### src/design/dpbp_pkg.sv
// ----------------------------------------------------------------------------
// dpbp_pkg
// Shared types and constants of the depth back-projection unit: register
// indexes, register reset values and the bundles that pass between modules.
// ----------------------------------------------------------------------------
package dpbp_pkg;

	// Configuration register indexes
	localparam int          CFG_INDEX_W      = 3;
	localparam int          CFG_DATA_W       = 24;
	localparam logic [2:0]  REG_FRAME_WIDTH  = 3'd0;
	localparam logic [2:0]  REG_FRAME_HEIGHT = 3'd1;
	localparam logic [2:0]  REG_INV_FOCAL_X  = 3'd2;
	localparam logic [2:0]  REG_INV_FOCAL_Y  = 3'd3;
	localparam logic [2:0]  REG_CENTER_X     = 3'd4;
	localparam logic [2:0]  REG_CENTER_Y     = 3'd5;

	// Register values after reset
	localparam logic [10:0] RST_FRAME_WIDTH  = 11'd512;
	localparam logic [10:0] RST_FRAME_HEIGHT = 11'd424;
	localparam logic [23:0] RST_INV_FOCAL    = 24'd45964;
	localparam logic [13:0] RST_CENTER_X     = 14'd4096;
	localparam logic [13:0] RST_CENTER_Y     = 14'd3392;

	// Field widths
	localparam int DEPTH_W    = 16;
	localparam int CENTER_W   = 14;
	localparam int COUNT_W    = 21;
	localparam int COORD_W    = 32;
	localparam int POINT_Z_W  = 20;

	// Entries in the queue between front and back
	localparam int QUEUE_DEPTH = 4;

	// Camera and frame configuration
	typedef struct packed {
		logic [10:0] frame_width;
		logic [10:0] frame_height;
		logic [23:0] inv_focal_x;
		logic [23:0] inv_focal_y;
		logic [13:0] center_x;
		logic [13:0] center_y;
	} cfg_t;

	// Per-pixel bookkeeping carried alongside the arithmetic
	typedef struct packed {
		logic [15:0] depth;
		logic [20:0] valid_so_far;
		logic        frame_last;
	} meta_t;

	localparam int META_W = $bits(meta_t);

endpackage

### src/design/dpbp_queue.sv
// ----------------------------------------------------------------------------
// dpbp_queue
// Small first-in first-out queue that decouples the pixel front end from the
// projection pipeline.
// ----------------------------------------------------------------------------
module dpbp_queue #(
	parameter int WIDTH = 8
) (
	input  logic             clk,
	input  logic             arst_n,
	input  logic             push,
	input  logic [WIDTH-1:0] push_data,
	input  logic             pop,
	output logic [WIDTH-1:0] head_data,
	output logic             empty,
	output logic             full
);

	localparam int PTR_W = $clog2(dpbp_pkg::QUEUE_DEPTH);
	localparam int CNT_W = PTR_W + 1;

	logic [WIDTH-1:0] mem_q [dpbp_pkg::QUEUE_DEPTH];
	logic [PTR_W-1:0] wr_ptr_q;
	logic [PTR_W-1:0] rd_ptr_q;
	logic [CNT_W-1:0] count_q;

	assign empty     = (count_q == '0);
	assign full      = (count_q == CNT_W'(dpbp_pkg::QUEUE_DEPTH));
	assign head_data = mem_q[rd_ptr_q];

	// Store the incoming word
	always_ff @(posedge clk) begin
		if (push) begin
			mem_q[wr_ptr_q] <= push_data;
		end
	end

	// Advance pointers and occupancy
	always_ff @(posedge clk or negedge arst_n) begin
		if (!arst_n) begin
			wr_ptr_q <= '0;
			rd_ptr_q <= '0;
			count_q  <= '0;
		end else begin
			if (push) begin
				wr_ptr_q <= wr_ptr_q + PTR_W'(1);
			end
			if (pop) begin
				rd_ptr_q <= rd_ptr_q + PTR_W'(1);
			end
			if (push && !pop) begin
				count_q <= count_q + CNT_W'(1);
			end else if (pop && !push) begin
				count_q <= count_q - CNT_W'(1);
			end
		end
	end

	a_count_bound: assert property (@(posedge clk) disable iff (!arst_n)
		count_q <= CNT_W'(dpbp_pkg::QUEUE_DEPTH))
		else $error("queue occupancy beyond its depth");

endmodule

### config.mk
export PLATFORM = sky130hd
export DESIGN_NAME = dpbp_queue
export DESIGN_NICKNAME = d
export VERILOG_FILES = /design/src/design/dpbp_pkg.sv /design/src/design/dpbp_queue.sv
export SDC_FILE = /design/constraint.sdc
export NUM_CORES = 1
export LEC_CHECK = 0
export BUFFER_PORTS_ARGS = -buffer_cell sky130_fd_sc_hd__buf_2
export CAP_MARGIN = 20
export CORE_MARGIN = 4
export CORE_UTILIZATION = 30
export CTS_CLUSTER_DIAMETER = 80
export CTS_CLUSTER_SIZE = 14
export DETAILED_ROUTE_END_ITERATION = 16
export SETUP_SLACK_MARGIN = 0.15
export SYNTH_ARGS = -nofsm -noshare
export SYNTH_HDL_FRONTEND = slang
export SYNTH_SLANG_ARGS = --single-unit
### constraint.sdc
create_clock -name clk -period 1.2 [get_ports clk]
set_input_delay 0.06 -clock clk [delete_from_list [all_inputs] [get_ports clk]]
set_output_delay 0.06 -clock clk [all_outputs]
set_load 0.005 [all_outputs]
==> metrics.md <==
| Metric | Value |
|---|---|
| Outcome | `finished, violations left` |
| Failing checks | `negative setup slack` |
| Worst EP arrival | `1.47 ns` |
| H-tree depth | `2` |
| Mapped cell area | `1550 um^2` |
| Max stage delay on crit path | `0.50 ns` |
| Worst setup margin | `-0.326 ns` |
| Clock sinks | `39` |
| Clock transition at the registers of the reported paths | `0.07 ns` |
| Syn Area/Cell | `20.4 um^2` |
| Synth warnings | `0` |
| Final Setup Violations | `11` |
| Final WL | `2.74 mm` |
| Worst EP required | `1.14 ns` |
| Most frequent cells in the layout | `edfxtp_1, buf_2, dlygate4sd3_1` |
| Core Rows | `25` |
| CTS root buf | `clkbuf_8` |
| Final Hold Vio Count | `0` |
| Least-Margin Pin Slew | `0.436 ns` |
| GPL Wtd Cong | `0.669` |
| First-pass GRT wire length | `4.43 mm` |
| Synthesized flop and latch total | `39` |
| Post-Synthesis Cells | `76` |
| Post-synthesis sequential area ratio | `0.734` |
| Iter 0 DRT Violations | `19` |
| WL/cell | `14.2 um` |
| # diodes | `0` |
| Fmax | `655 MHz` |
| Final period util | `1.27` |
| Unrepaired setup endpoints after global routing | `true` |
| Max_cap viols | `0` |
| Minimum clock period after layout | `1.53 ns` |
| Kind of critical path | `register to output pin` |
| Post-route ant nets | `0` |
| Initial antenna violation count | `0` |
| Crit-path cells | `buf_12 -> mux4_2 -> buf_2` |
| Hpwl dp | `1.78 mm` |
| Share of the synthesized area in the top cell type | `0.621` |
| Final nets | `143` |
| Filler cells | `431` |
| Synthesized Nets | `94` |
| Layout Cells excl Fill | `193` |
| Detailed Routing Iterations Pass 1 | `4` |
| Placed instance count | `169` |
| CTS Buf Count | `5` |
| Io pins | `22` |
| Core area | `4850 um^2` |
| DR DRC count | `0` |
| Gr ovfl total | `0` |
| CTS max path bufs | `2` |
| Layout area overhead | `40.3%` |
| Clock Latency Late Sink | `0.28 ns` |
| Post-Route Skew | `0.00727 ns` |
| Vias | `793` |
| Worst hold path type | `primary input to register` |
| Critical path's slowest cell | `mux4_2` |
| Lkg Pwr | `0.819 nW` |
| DP Worst Slack | `-0.147 ns` |
| Max VDD drop | `1.27 mV` |
| Crit start category | `register` |
| Fraction of layout instances using a drive strength above 1 | `0.532` |
| Vias in the first global route | `938` |
| Area leader, netlist | `edfxtp_1` |
| Max Slew Vio Count | `0` |
| Die area | `6370 um^2` |
| CTS tree | `yes` |
| Total power draw | `4.99 mW` |
| Die span in x | `79.8 um` |
| Commonest non-fill, non-tap cell in the layout | `edfxtp_1` |
| Slew margin rel. | `0.709` |
| Max Fanout on Critical Path | `8` |
| Critical Path End Type | `output pin` |
| Dominant cells by area after synthesis | `edfxtp_1, mux4_2, dfrtp_1` |
| Port buffer count | `21` |
| GRT Total Usage | `0.0974` |
| Pwr dens | `2300 nW/um^2` |
| Via density | `4.11` |
| Die height | `79.8 um` |
| Pin count of the biggest net entering global routing | `14` |
| Initial Util | `0.319` |
| Post-synth cell types | `17` |
| Final hold slack | `0.0626 ns` |
cells by family (layout without fill, tap and decap cells):
kind of cell,Yosys count,in the layout,share of synthesized area
AOI/OAI and AO/OA,1,1,0.00323
DFF,39,39,0.734
buffers and inverters,6,56,0.0202
adders and majority gates,6,6,0.0534
and+or+nand+nor,9,9,0.0315
xor gates and xnor gates,6,6,0.0340
muxes,9,9,0.124
worst max-delay path: cells and delay by family (launching register included):
family,cells,cell delay [ns]
buf+inv,2,0.29
flops,1,0.39
mux,1,0.50
registers in the layout, summed over array words and instances, names as in the netlist:
signal / count
mem_q: 32
wr_ptr_q: 2
rd_ptr_q: 2
count_q: 3
cell type report:
cell class / instances / area [um^2] / share of cell area
sequential: 39 / 1140 / 0.524
multi-input combinational: 31 / 469 / 0.216
timing repair buffer: 44 / 348 / 0.160
tap: 67 / 83.8 / 0.0386
clock buffer: 5 / 68.8 / 0.0317
clock inverter: 3 / 43.8 / 0.0202
inverter: 4 / 20.0 / 0.00922
worst paths after layout:
kind | from | to | slack [ns] | cells past startpoint
max in group asynchronous | arst_n | wr_ptr_q[0] | 0.88 | 2
worst min register to register | count_q[2] | count_q[2] | 0.55 | 1
worst max-delay path | rd_ptr_q[0] | head_data[6] | -0.33 | 3
worst max register to register | count_q[1] | count_q[2] | -0.09 | 4
min in group asynchronous | arst_n | wr_ptr_q[1] | 0.14 | 2
worst min-delay path | pop | rd_ptr_q[0] | 0.06 | 3
stage by stage:
step | setup TNS, ns | util | area [um^2]
final | -2.64 | 0.448 | 2170
after global routing | -3.47 | 0.448 | 2170
after CTS | -2.87 | 0.433 | 2100
after detailed placement | -0.863 | 0.373 | 1810
after global placement | -0.293 | 0.373 | 1810
after floorplan | -0.0159 | - | 1570
report_power, final:
group | total, mW | internal (mW) | switching [mW]
Clock | 1.06 | 0.619 | 0.444
Sequential | 2.05 | 1.82 | 0.231
Combinational | 1.88 | 1.13 | 0.747
Total | 4.99 | 3.57 | 1.42
cell usage after synthesis, drive strengths merged:
cell and number:
and2 4, buf 2, nor2 1, nor3b 1, nor3 1, ha 5
inv 4, mux4 8, mux2 1, edfxtp 32, o21ai 1, xor2 4
xnor2 2, dfrtp 7, fa 1, nand2 2
what timing repair did:
item	in CTS	in global routing
setup endpoints to repair	45	45
pin swaps	1	2
setup buffers	5	2
endpoints found under the hold margin	38	0
hold buffers	9	0
resized for setup	12	10
metal layers:
metal,up-vias,share of wire,GRT usage
li1,386,-,-
met1,385,0.44,0.106
met2,19,0.51,0.175
met3,3,0.043,0.0350
met4,0,0.0077,0.0304
met5,-,0,0
No activity file was read; power rests on OpenSTA's default activity.
