===== config.mk =====
export PLATFORM = sky130hd
export DESIGN_NAME = dpbp_front
export DESIGN_NICKNAME = d
export VERILOG_FILES = /design/src/design/dpbp_pkg.sv /design/src/design/dpbp_front.sv
export SDC_FILE = /design/constraint.sdc
export NUM_CORES = 1
export LEC_CHECK = 0
export BUFFER_PORTS_ARGS = -buffer_cell sky130_fd_sc_hd__buf_2
export CAP_MARGIN = 20
export CORE_UTILIZATION = 40
export CTS_CLUSTER_SIZE = 8
export DETAILED_ROUTE_END_ITERATION = 10
export PLACE_DENSITY_LB_ADDON = 0.1
export RECOVER_POWER = 100
export SYNTH_ARGS = -nofsm -noshare
export SYNTH_HDL_FRONTEND = slang
export SYNTH_SLANG_ARGS = --single-unit

===== constraint.sdc =====
create_clock -name clk -period 27.6 [get_ports clk]
set_input_delay 8.28 -clock clk [delete_from_list [all_inputs] [get_ports clk]]
set_output_delay 8.28 -clock clk [all_outputs]
set_load 0.05 [all_outputs]

===== src/design/dpbp_pkg.sv =====
// ----------------------------------------------------------------------------
// dpbp_pkg
// Shared types and constants of the depth back-projection unit: register
// indexes, register reset values and the bundles that pass between modules.
// ----------------------------------------------------------------------------
package dpbp_pkg;

	// Configuration register indexes
	localparam int          CFG_INDEX_W      = 3;
	localparam int          CFG_DATA_W       = 24;
	localparam logic [2:0]  REG_FRAME_WIDTH  = 3'd0;
	localparam logic [2:0]  REG_FRAME_HEIGHT = 3'd1;
	localparam logic [2:0]  REG_INV_FOCAL_X  = 3'd2;
	localparam logic [2:0]  REG_INV_FOCAL_Y  = 3'd3;
	localparam logic [2:0]  REG_CENTER_X     = 3'd4;
	localparam logic [2:0]  REG_CENTER_Y     = 3'd5;

	// Register values after reset
	localparam logic [10:0] RST_FRAME_WIDTH  = 11'd512;
	localparam logic [10:0] RST_FRAME_HEIGHT = 11'd424;
	localparam logic [23:0] RST_INV_FOCAL    = 24'd45964;
	localparam logic [13:0] RST_CENTER_X     = 14'd4096;
	localparam logic [13:0] RST_CENTER_Y     = 14'd3392;

	// Field widths
	localparam int DEPTH_W    = 16;
	localparam int CENTER_W   = 14;
	localparam int COUNT_W    = 21;
	localparam int COORD_W    = 32;
	localparam int POINT_Z_W  = 20;

	// Entries in the queue between front and back
	localparam int QUEUE_DEPTH = 4;

	// Camera and frame configuration
	typedef struct packed {
		logic [10:0] frame_width;
		logic [10:0] frame_height;
		logic [23:0] inv_focal_x;
		logic [23:0] inv_focal_y;
		logic [13:0] center_x;
		logic [13:0] center_y;
	} cfg_t;

	// Per-pixel bookkeeping carried alongside the arithmetic
	typedef struct packed {
		logic [15:0] depth;
		logic [20:0] valid_so_far;
		logic        frame_last;
	} meta_t;

	localparam int META_W = $bits(meta_t);

endpackage


===== src/design/dpbp_front.sv =====
// ----------------------------------------------------------------------------
// dpbp_front
// Pixel front end: tracks column, row and valid count, classifies each depth
// word and forms the signed pixel offsets from the principal point.
// ----------------------------------------------------------------------------
module dpbp_front #(
	parameter int MAX_COLS = 1024,
	parameter int MAX_ROWS = 1024,
	parameter int MAG_W    = 14
) (
	input  logic                 clk,
	input  logic                 arst_n,
	input  dpbp_pkg::cfg_t       cfg,
	input  logic                 in_valid,
	output logic                 in_stall,
	input  logic [15:0]          depth_mm,
	input  logic                 queue_full,
	output logic                 push,
	output logic                 neg_x,
	output logic [MAG_W-1:0]     mag_x,
	output logic                 neg_y,
	output logic [MAG_W-1:0]     mag_y,
	output dpbp_pkg::meta_t      meta
);

	localparam int CW     = $clog2(MAX_COLS);
	localparam int RW     = $clog2(MAX_ROWS);
	localparam int MAXW   = (CW > RW) ? CW : RW;
	localparam int DIM_W  = (MAXW + 1 > 11) ? MAXW + 1 : 11;

	logic [CW-1:0]    col_q;
	logic [RW-1:0]    row_q;
	logic [20:0]      total_q;
	logic [DIM_W-1:0] w_eff;
	logic [DIM_W-1:0] h_eff;
	logic             row_end;
	logic             last;
	logic             nonzero;
	logic [20:0]      count_now;

	// Offset of a pixel from the principal point: sign and magnitude, Q.4
	function automatic logic [MAG_W:0] axis_offset(
		input logic [MAG_W-1:0] pos16,
		input logic [13:0]      center
	);
		logic signed [MAG_W:0] diff;
		logic signed [MAG_W:0] mag;
		diff = $signed({1'b0, pos16}) - $signed({1'b0, MAG_W'(center)});
		mag  = diff[MAG_W] ? -diff : diff;
		return {diff[MAG_W], mag[MAG_W-1:0]};
	endfunction

	// Clamp frame geometry to the supported range
	always_comb begin
		if (cfg.frame_width == '0) begin
			w_eff = DIM_W'(1);
		end else if (DIM_W'(cfg.frame_width) > DIM_W'(MAX_COLS)) begin
			w_eff = DIM_W'(MAX_COLS);
		end else begin
			w_eff = DIM_W'(cfg.frame_width);
		end
		if (cfg.frame_height == '0) begin
			h_eff = DIM_W'(1);
		end else if (DIM_W'(cfg.frame_height) > DIM_W'(MAX_ROWS)) begin
			h_eff = DIM_W'(MAX_ROWS);
		end else begin
			h_eff = DIM_W'(cfg.frame_height);
		end
	end

	// Classify the pixel
	assign row_end   = DIM_W'(col_q) >= (w_eff - DIM_W'(1));
	assign last      = row_end && (DIM_W'(row_q) >= (h_eff - DIM_W'(1)));
	assign nonzero   = (depth_mm != '0);
	assign count_now = nonzero ? (total_q + 21'd1) : total_q;

	assign in_stall = queue_full;
	assign push     = in_valid && !queue_full;

	assign {neg_x, mag_x} = axis_offset(MAG_W'({col_q, 4'b0000}), cfg.center_x);
	assign {neg_y, mag_y} = axis_offset(MAG_W'({row_q, 4'b0000}), cfg.center_y);

	assign meta.depth        = depth_mm;
	assign meta.valid_so_far = count_now;
	assign meta.frame_last   = last;

	// Advance raster position and valid count on each accepted word
	always_ff @(posedge clk or negedge arst_n) begin
		if (!arst_n) begin
			col_q   <= '0;
			row_q   <= '0;
			total_q <= '0;
		end else if (push) begin
			if (last) begin
				col_q   <= '0;
				row_q   <= '0;
				total_q <= '0;
			end else if (row_end) begin
				col_q   <= '0;
				row_q   <= row_q + RW'(1);
				total_q <= count_now;
			end else begin
				col_q   <= col_q + CW'(1);
				total_q <= count_now;
			end
		end
	end

	a_frame_restart: assert property (@(posedge clk) disable iff (!arst_n)
		push && last |=> col_q == '0 && row_q == '0 && total_q == '0)
		else $error("counters not cleared after last pixel of frame");

	a_col_range: assert property (@(posedge clk) disable iff (!arst_n)
		(CW + 1)'(col_q) < (CW + 1)'(MAX_COLS) && (RW + 1)'(row_q) < (RW + 1)'(MAX_ROWS))
		else $error("raster position out of range");

endmodule


==> flow_summary_export.csv, run 1 <==
group,metric,value,unit
route,firstDrtPassIters,4,
synthesis,synth_flop_cell,"dfrtp_1",
synthesis,postSynthAreaPerCell,7.44,sq um
synthesis,synth_top_area_frac,0.201,
synthesis,async_flop_share,1.00,
worst_setup_path,rr_worst_depth,10,
global_route,grt_pass1_vias,4745,
flow_run,maxCapViolCount,1,
pwr,combPwrFrac,0.615,
die,chipHeight,115,microns
clock_tree,path_clk_slew,60,ps
die,die_w,115,microns
timing,fmax,45.0,MHz
timing,tns,0,ps
global_route,gr-total-overflow,0,
timing,finClkSkew,2.77,ps
finish,n_antenna_cell,0,
worst_setup_path,timing.rr.end,"total_q[4]",
outcome,status,"complete, but fails checks",
clock_tree,clk-insertion-delay-late,280,ps
synthesis,mappedNetlistArea,0.00510,sq mm
clock_tree,cts_setup_buffers,0,
clock_tree,holdBufCountCts,0,
clock_tree,cts.htree.levels,2,
timing,finalMaxSlewViolations,42,
route,drc,0,
hold_path,min_from,"total_q[9]",
finish,drive_above_1_share,0.115,
outcome,violations,"max-capacitance violations, max-slew violations",
synthesis,yosys.area.top_type,"dfrtp_1",
route,num_vias,5013,
synthesis,synth_nets,851,
synthesis,synth-seq-area-share,0.201,
pwr,intPower,166,uW
die,core,0.0122,sq mm
global_route,grt.total_usage,0.192,
global_route,grt_max_degree,42,
worst_setup_path,startpoint_type,"input pin",
worst_setup_path,critPathRequiredTime,19320,ps
route,wl_per_cell,12.9,microns
hold_path,min_to,"total_q[9]",
route,vias_per_cell,5.19,
timing,min_period,22220,ps
synthesis,synth_area_leaders,"dfrtp_1 20%, ha_1 12%, xnor2_1 8.9%, nand2_1 5.4%, o21ai_0 5.2%",
place,dp_hpwl,9.80,mm
route,finalWirelength,12.5,mm
worst_setup_path,worstPathArrival,13940,ps
hold_path,worstHoldPathCells,2,
synthesis,netlist_instances,686,
pwr,vdd_ir_drop_max,0.0000659,V
timing,setup_viol,0,
timing,slew-limit-headroom,-0.537,
timing,period_share,0.805,
finish,finish.utilization,0.479,
clock_tree,clockBufferDepth,2,
worst_setup_path,r2r_slack,23930,ps
clock_tree,cts_tree,"yes",
hold_path,hold_class,"flop to flop",
pwr,clockPowerShare,0.162,
clock_tree,clock_sinks,41,
pwr,p_sw,191,uW
synthesis,synth_edf_count,0,
pwr,power_leakage,0.00270,uW
route,drtIter0Drc,252,
timing,hold_violations,0,
global_route,antenna_found_initial,0,
timing,worstMarginPinSlew,2310,ps
synthesis,synth_seq_cells,41,
pwr,pwr-share-seq,0.223,
die,initial_core_util,0.418,
worst_setup_path,worstPathMaxFanout,18,
clock_tree,cts_buffers,5,
global_route,grt_pass1_wl,21.2,mm
synthesis,synthMostInstantiatedCell,"nand2_1",
synthesis,synth_common_cells,"74 x nand2_1, 58 x nor2_1, 53 x o21ai_0, 52 x xnor2_1, 47 x ha_1",
worst_setup_path,end_kind,"output pin",
synthesis,ys_warn_count,0,
finish,final_net_count,962,
pwr,powerDensity,61.1,mW/mm^2
die,io-pin-count,188,
clock_tree,root_buffer,"clkbuf_16",
worst_setup_path,timing.rr.start,"row_q[0]",
place,place_congestion,0.826,
clock_tree,cts_resized,0,
place,io_buffers,139,
die,die_area,0.0132,sq mm
route,ant_nets,0,
die,fp-row-count,40,
timing,rsz0062_at_grt,"no",
synthesis,synth.distinct_cells,61,
finish,area.growth.synth_to_final,14.6,%
pwr,switching_share,0.534,
worst_setup_path,path_class,"input pin to output pin",
-- worst max-delay path by stage --
stage                        from       to
after global routing      cfg[79]  meta[0]
after floorplan           cfg[79]  meta[0]
after detailed placement  cfg[79]  meta[0]
after global placement    cfg[79]  meta[0]
after CTS                 cfg[79]  meta[0]
final                     cfg[79]  meta[0]
-- power groups by stage --
| stage | sequential, uW | clock [uW] | combinational, uW |
|---|---|---|---|
| 2_1_floorplan | 76.3 | 0 | 183 |
| 3_3_place_gp | 80.2 | 0 | 223 |
| 3_5_place_dp | 80.6 | 0 | 226 |
| 5_1_grt | 80.9 | 61.9 | 239 |
| 4_1_cts | 79.6 | 59.9 | 227 |
| 6_report | 79.6 | 57.9 | 220 |
-- sequential cells by signal, indices dropped and copies added (netlist names) --
signal and count:
row_q 10, col_q 10, total_q 21
-- logic make-up after synthesis --
family | count (synthesis) | synth area share
xor+xnor | 80 | 0.137
buf+inv | 84 | 0.0775
simple gates | 271 | 0.271
mux | 2 | 0.00417
compound gates | 161 | 0.194
fa+ha+maj | 47 | 0.115
flops | 41 | 0.201
-- area by class of cell --
| type | count | area, sq um |
|---|---|---|
| clock buffers | 7 | 143 |
| fillers | 1316 | 6360 |
| inverters | 48 | 180 |
| multi-input cells | 561 | 3670 |
| flip-flops and latches | 41 | 1030 |
| well taps | 168 | 210 |
| repair buffers | 140 | 617 |
-- worst max-delay path, stage by stage --
cell      delay, ps
clkbuf_1        140
nor4_1          410
nand2_1         170
nor4_1          600
o21ai_0         300
ha_1            370
nand3_1         100
o21ai_0          70
o21ai_0          80
a21bo_1         240
ha_1            300
a21o_1          110
a211oi_1         60
o21a_1          100
o21ai_0         610
nand2_1         580
nor2_1          870
clkbuf_1        530
-- through the flow --
stage / instance area (sq um) / hold WS, ps / cells / total power [uW] / worst slack [ps]
floorplan: 5100 / 483 / 686 / 259 / 7470
global route: 5850 / 550 / 965 / 382 / 4560
detailed placement: 5800 / 506 / 958 / 307 / 5750
global placement: 5800 / 498 / 958 / 303 / 5880
finish: 5850 / 512 / 965 / 357 / 5380
CTS: 5950 / 518 / 965 / 367 / 5760
-- placed cells by master, fill, tap and decap left out, types with 3 or more instances in the layout --
cell,instances
a31oi_1,5
or3_1,4
o211ai_1,12
nor2_1,58
o21ai_0,56
a21oi_1,41
clkbuf_16,5
xnor2_1,52
nor2b_1,10
xor2_1,28
nand4_1,5
nand4bb_1,3
nand2_1,74
and4_1,4
nor3_1,27
a211oi_1,3
clkbuf_1,70
and3_1,13
o22ai_1,6
a21o_1,6
o21a_1,8
nand3_1,21
nor4_1,15
dfrtp_1,41
nand2b_1,20
o31ai_1,3
ha_1,47
buf_2,70
inv_1,47
-- layer usage --
layer  vias up  global-route usage  routed length (microns)
li1       2620                   -                        -
met1      2294               0.260                     6190
met2        91               0.335                     5830
met3         8              0.0185                      393
met4         0              0.0312                       82
met5         -                   0                        0
No activity file was read; power rests on OpenSTA's default activity.
==> inputs of run 2 (changes only) <==
==> constraint.sdc (replaced) <==
create_clock -name clk -period 21.4 [get_ports clk]
set_input_delay 6.42 -clock clk [delete_from_list [all_inputs] [get_ports clk]]
set_output_delay 6.42 -clock clk [all_outputs]
set_load 0.05 [all_outputs]
==> flow_summary_export.csv, run 2 (synthesis results as in run 1) <==
group,metric,value,unit
worst_setup_path,crit_family,"simple AND/OR/NAND/NOR gates",
die,chipHeight,115,microns
route,num_vias,5066,
finish,largest_reg_flops,21,
clock_tree,cts_resized,0,
clock_tree,path_clk_slew,60,ps
die,initial_core_util,0.418,
route,drtIter0Drc,235,
clock_tree,cts_setup_buffers,0,
place,place_congestion,0.825,
worst_setup_path,worstPathMaxFanout,18,
worst_setup_path,end_kind,"output pin",
timing,finClkSkew,6.39,ps
route,finalWirelength,12.5,mm
global_route,grt_pass1_wl,20.8,mm
route,wl_per_cell,13.0,microns
global_route,grt_max_degree,42,
global_route,antenna_found_initial,0,
finish,layout_common_cells,"74 x nand2_1, 70 x clkbuf_1, 70 x buf_2",
die,die_w,115,microns
clock_tree,clk-insertion-delay-late,280,ps
route,ant_nets,0,
timing,setup_viol,0,
outcome,violations,"max-capacitance violations, max-slew violations",
worst_setup_path,startpoint_type,"input pin",
finish,reg_top3,"total_q: 21 flops, col_q: 10 flops, row_q: 10 flops",
worst_setup_path,critPathRequiredTime,14980,ps
route,vias_per_cell,5.25,
finish,drive_above_1_share,0.115,
worst_setup_path,slowest_stage,"nor2_1",
finish,stdcell_area,0.00585,sq mm
route,firstDrtPassIters,4,
clock_tree,root_buffer,"clkbuf_16",
timing,worstMarginPinSlew,2240,ps
worst_setup_path,path_class,"input pin to output pin",
worst_setup_path,worstPathArrival,12250,ps
outcome,status,"complete, but fails checks",
die,io-pin-count,188,
worst_setup_path,path_cells,"clkbuf_1 -> nor4_1 -> nand2_1 -> nor4_1 -> o21ai_0 -> ha_1 -> nand3_1 -> o21ai_0 -> o21ai_0 -> a21bo_1 -> ha_1 -> a21o_1 -> a211oi_1 -> o21a_1 -> o21ai_0 -> nand2_1 -> nor2_1 -> clkbuf_1",
clock_tree,cts.htree.levels,2,
timing,rsz0062_at_grt,"no",
flow_run,maxCapViolCount,1,
timing,period_share,0.872,
route,drc,0,
timing,slew-limit-headroom,-0.494,
timing,fmax,53.6,MHz
global_route,grt.total_usage,0.189,
hold_path,hold_class,"flop to flop",
clock_tree,cts_tree,"yes",
worst_setup_path,cp_common_cell,"o21ai_0",
finish,top_register,"total_q",
global_route,grt_pass1_vias,4589,
worst_setup_path,slowest_delay,910,ps
clock_tree,clock_sinks,41,
worst_setup_path,cp_num_buf_inv,2,
die,core,0.0122,sq mm
timing,finalMaxSlewViolations,42,
pwr,power_leakage,0.00270,uW
place,post_dp_cell_area,0.00580,sq mm
finish,n_antenna_cell,0,
pwr,vdd_ir_drop_max,0.0000584,V
global_route,gr-total-overflow,0,
place,dp_hpwl,9.76,mm
pwr,powerDensity,78.5,mW/mm^2
die,die_area,0.0132,sq mm
clock_tree,clockBufferDepth,2,
place,io_buffers,139,
timing,tns,0,ps
finish,area.growth.synth_to_final,14.6,%
timing,hold_violations,0,
die,fp-row-count,40,
finish,final_net_count,962,
finish,final_common_cell,"nand2_1",
clock_tree,cts_buffers,5,
clock_tree,holdBufCountCts,0,
timing,min_period,18670,ps
run 2: cell counts in the layout (fill, tap and decap cells not counted):
No cell type changed its count.
run 2: report_power, final:
| part | total [uW] | internal, uW | switching [uW] |
|---|---|---|---|
| combinational | 283 | 81.8 | 201 |
| sequential | 102 | 86.9 | 15.4 |
| clock | 73.9 | 45.8 | 28.2 |
| total | 459 | 214 | 245 |
run 2: final timing paths:
check | to | start | slack, ps | cells past startpoint
setup reg to reg | total_q[4] | row_q[0] | 17570 | 10
setup / recovery | meta[0] | cfg[79] | 2730 | 18
hold reg to reg | total_q[9] | total_q[9] | 510 | 2
hold / removal | total_q[9] | total_q[9] | 510 | 2
min in group asynchronous | total_q[6] | arst_n | 6800 | 1
max in group asynchronous | row_q[8] | arst_n | 13320 | 1
run 2: stage by stage:
| step | power (uW) | setup slack, ps | utilization | instances | hold WS [ps] |
|---|---|---|---|---|---|
| floorplan | 334 | 4990 | - | 686 | 483 |
| global placement | 391 | 3410 | 0.475 | 958 | 498 |
| detailed placement | 396 | 3260 | 0.475 | 958 | 505 |
| CTS | 471 | 3250 | 0.487 | 965 | 519 |
| global route | 492 | 2160 | 0.479 | 965 | 550 |
| finish | 459 | 2730 | 0.479 | 965 | 514 |
run 2: worst min-delay path, cell delays in order (launching register included):
cell and delay (ps):
dfrtp_1 360, nand2_1 50, o21ai_0 60
run 2: per-layer routing:
layer,vias up,GRT usage,share of wire
met3,8,0.0200,0.035
met5,-,0,0
met1,2347,0.257,0.49
li1,2612,-,-
met2,99,0.323,0.47
met4,0,0.0372,0.0058
run 2: final cells by class:
class | count | area, sq um
fill | 1295 | 6360
multi-input combinational | 561 | 3670
sequential | 41 | 1030
timing repair buffer | 140 | 617
tap | 168 | 210
inverter | 48 | 180
clock buffer | 7 | 143
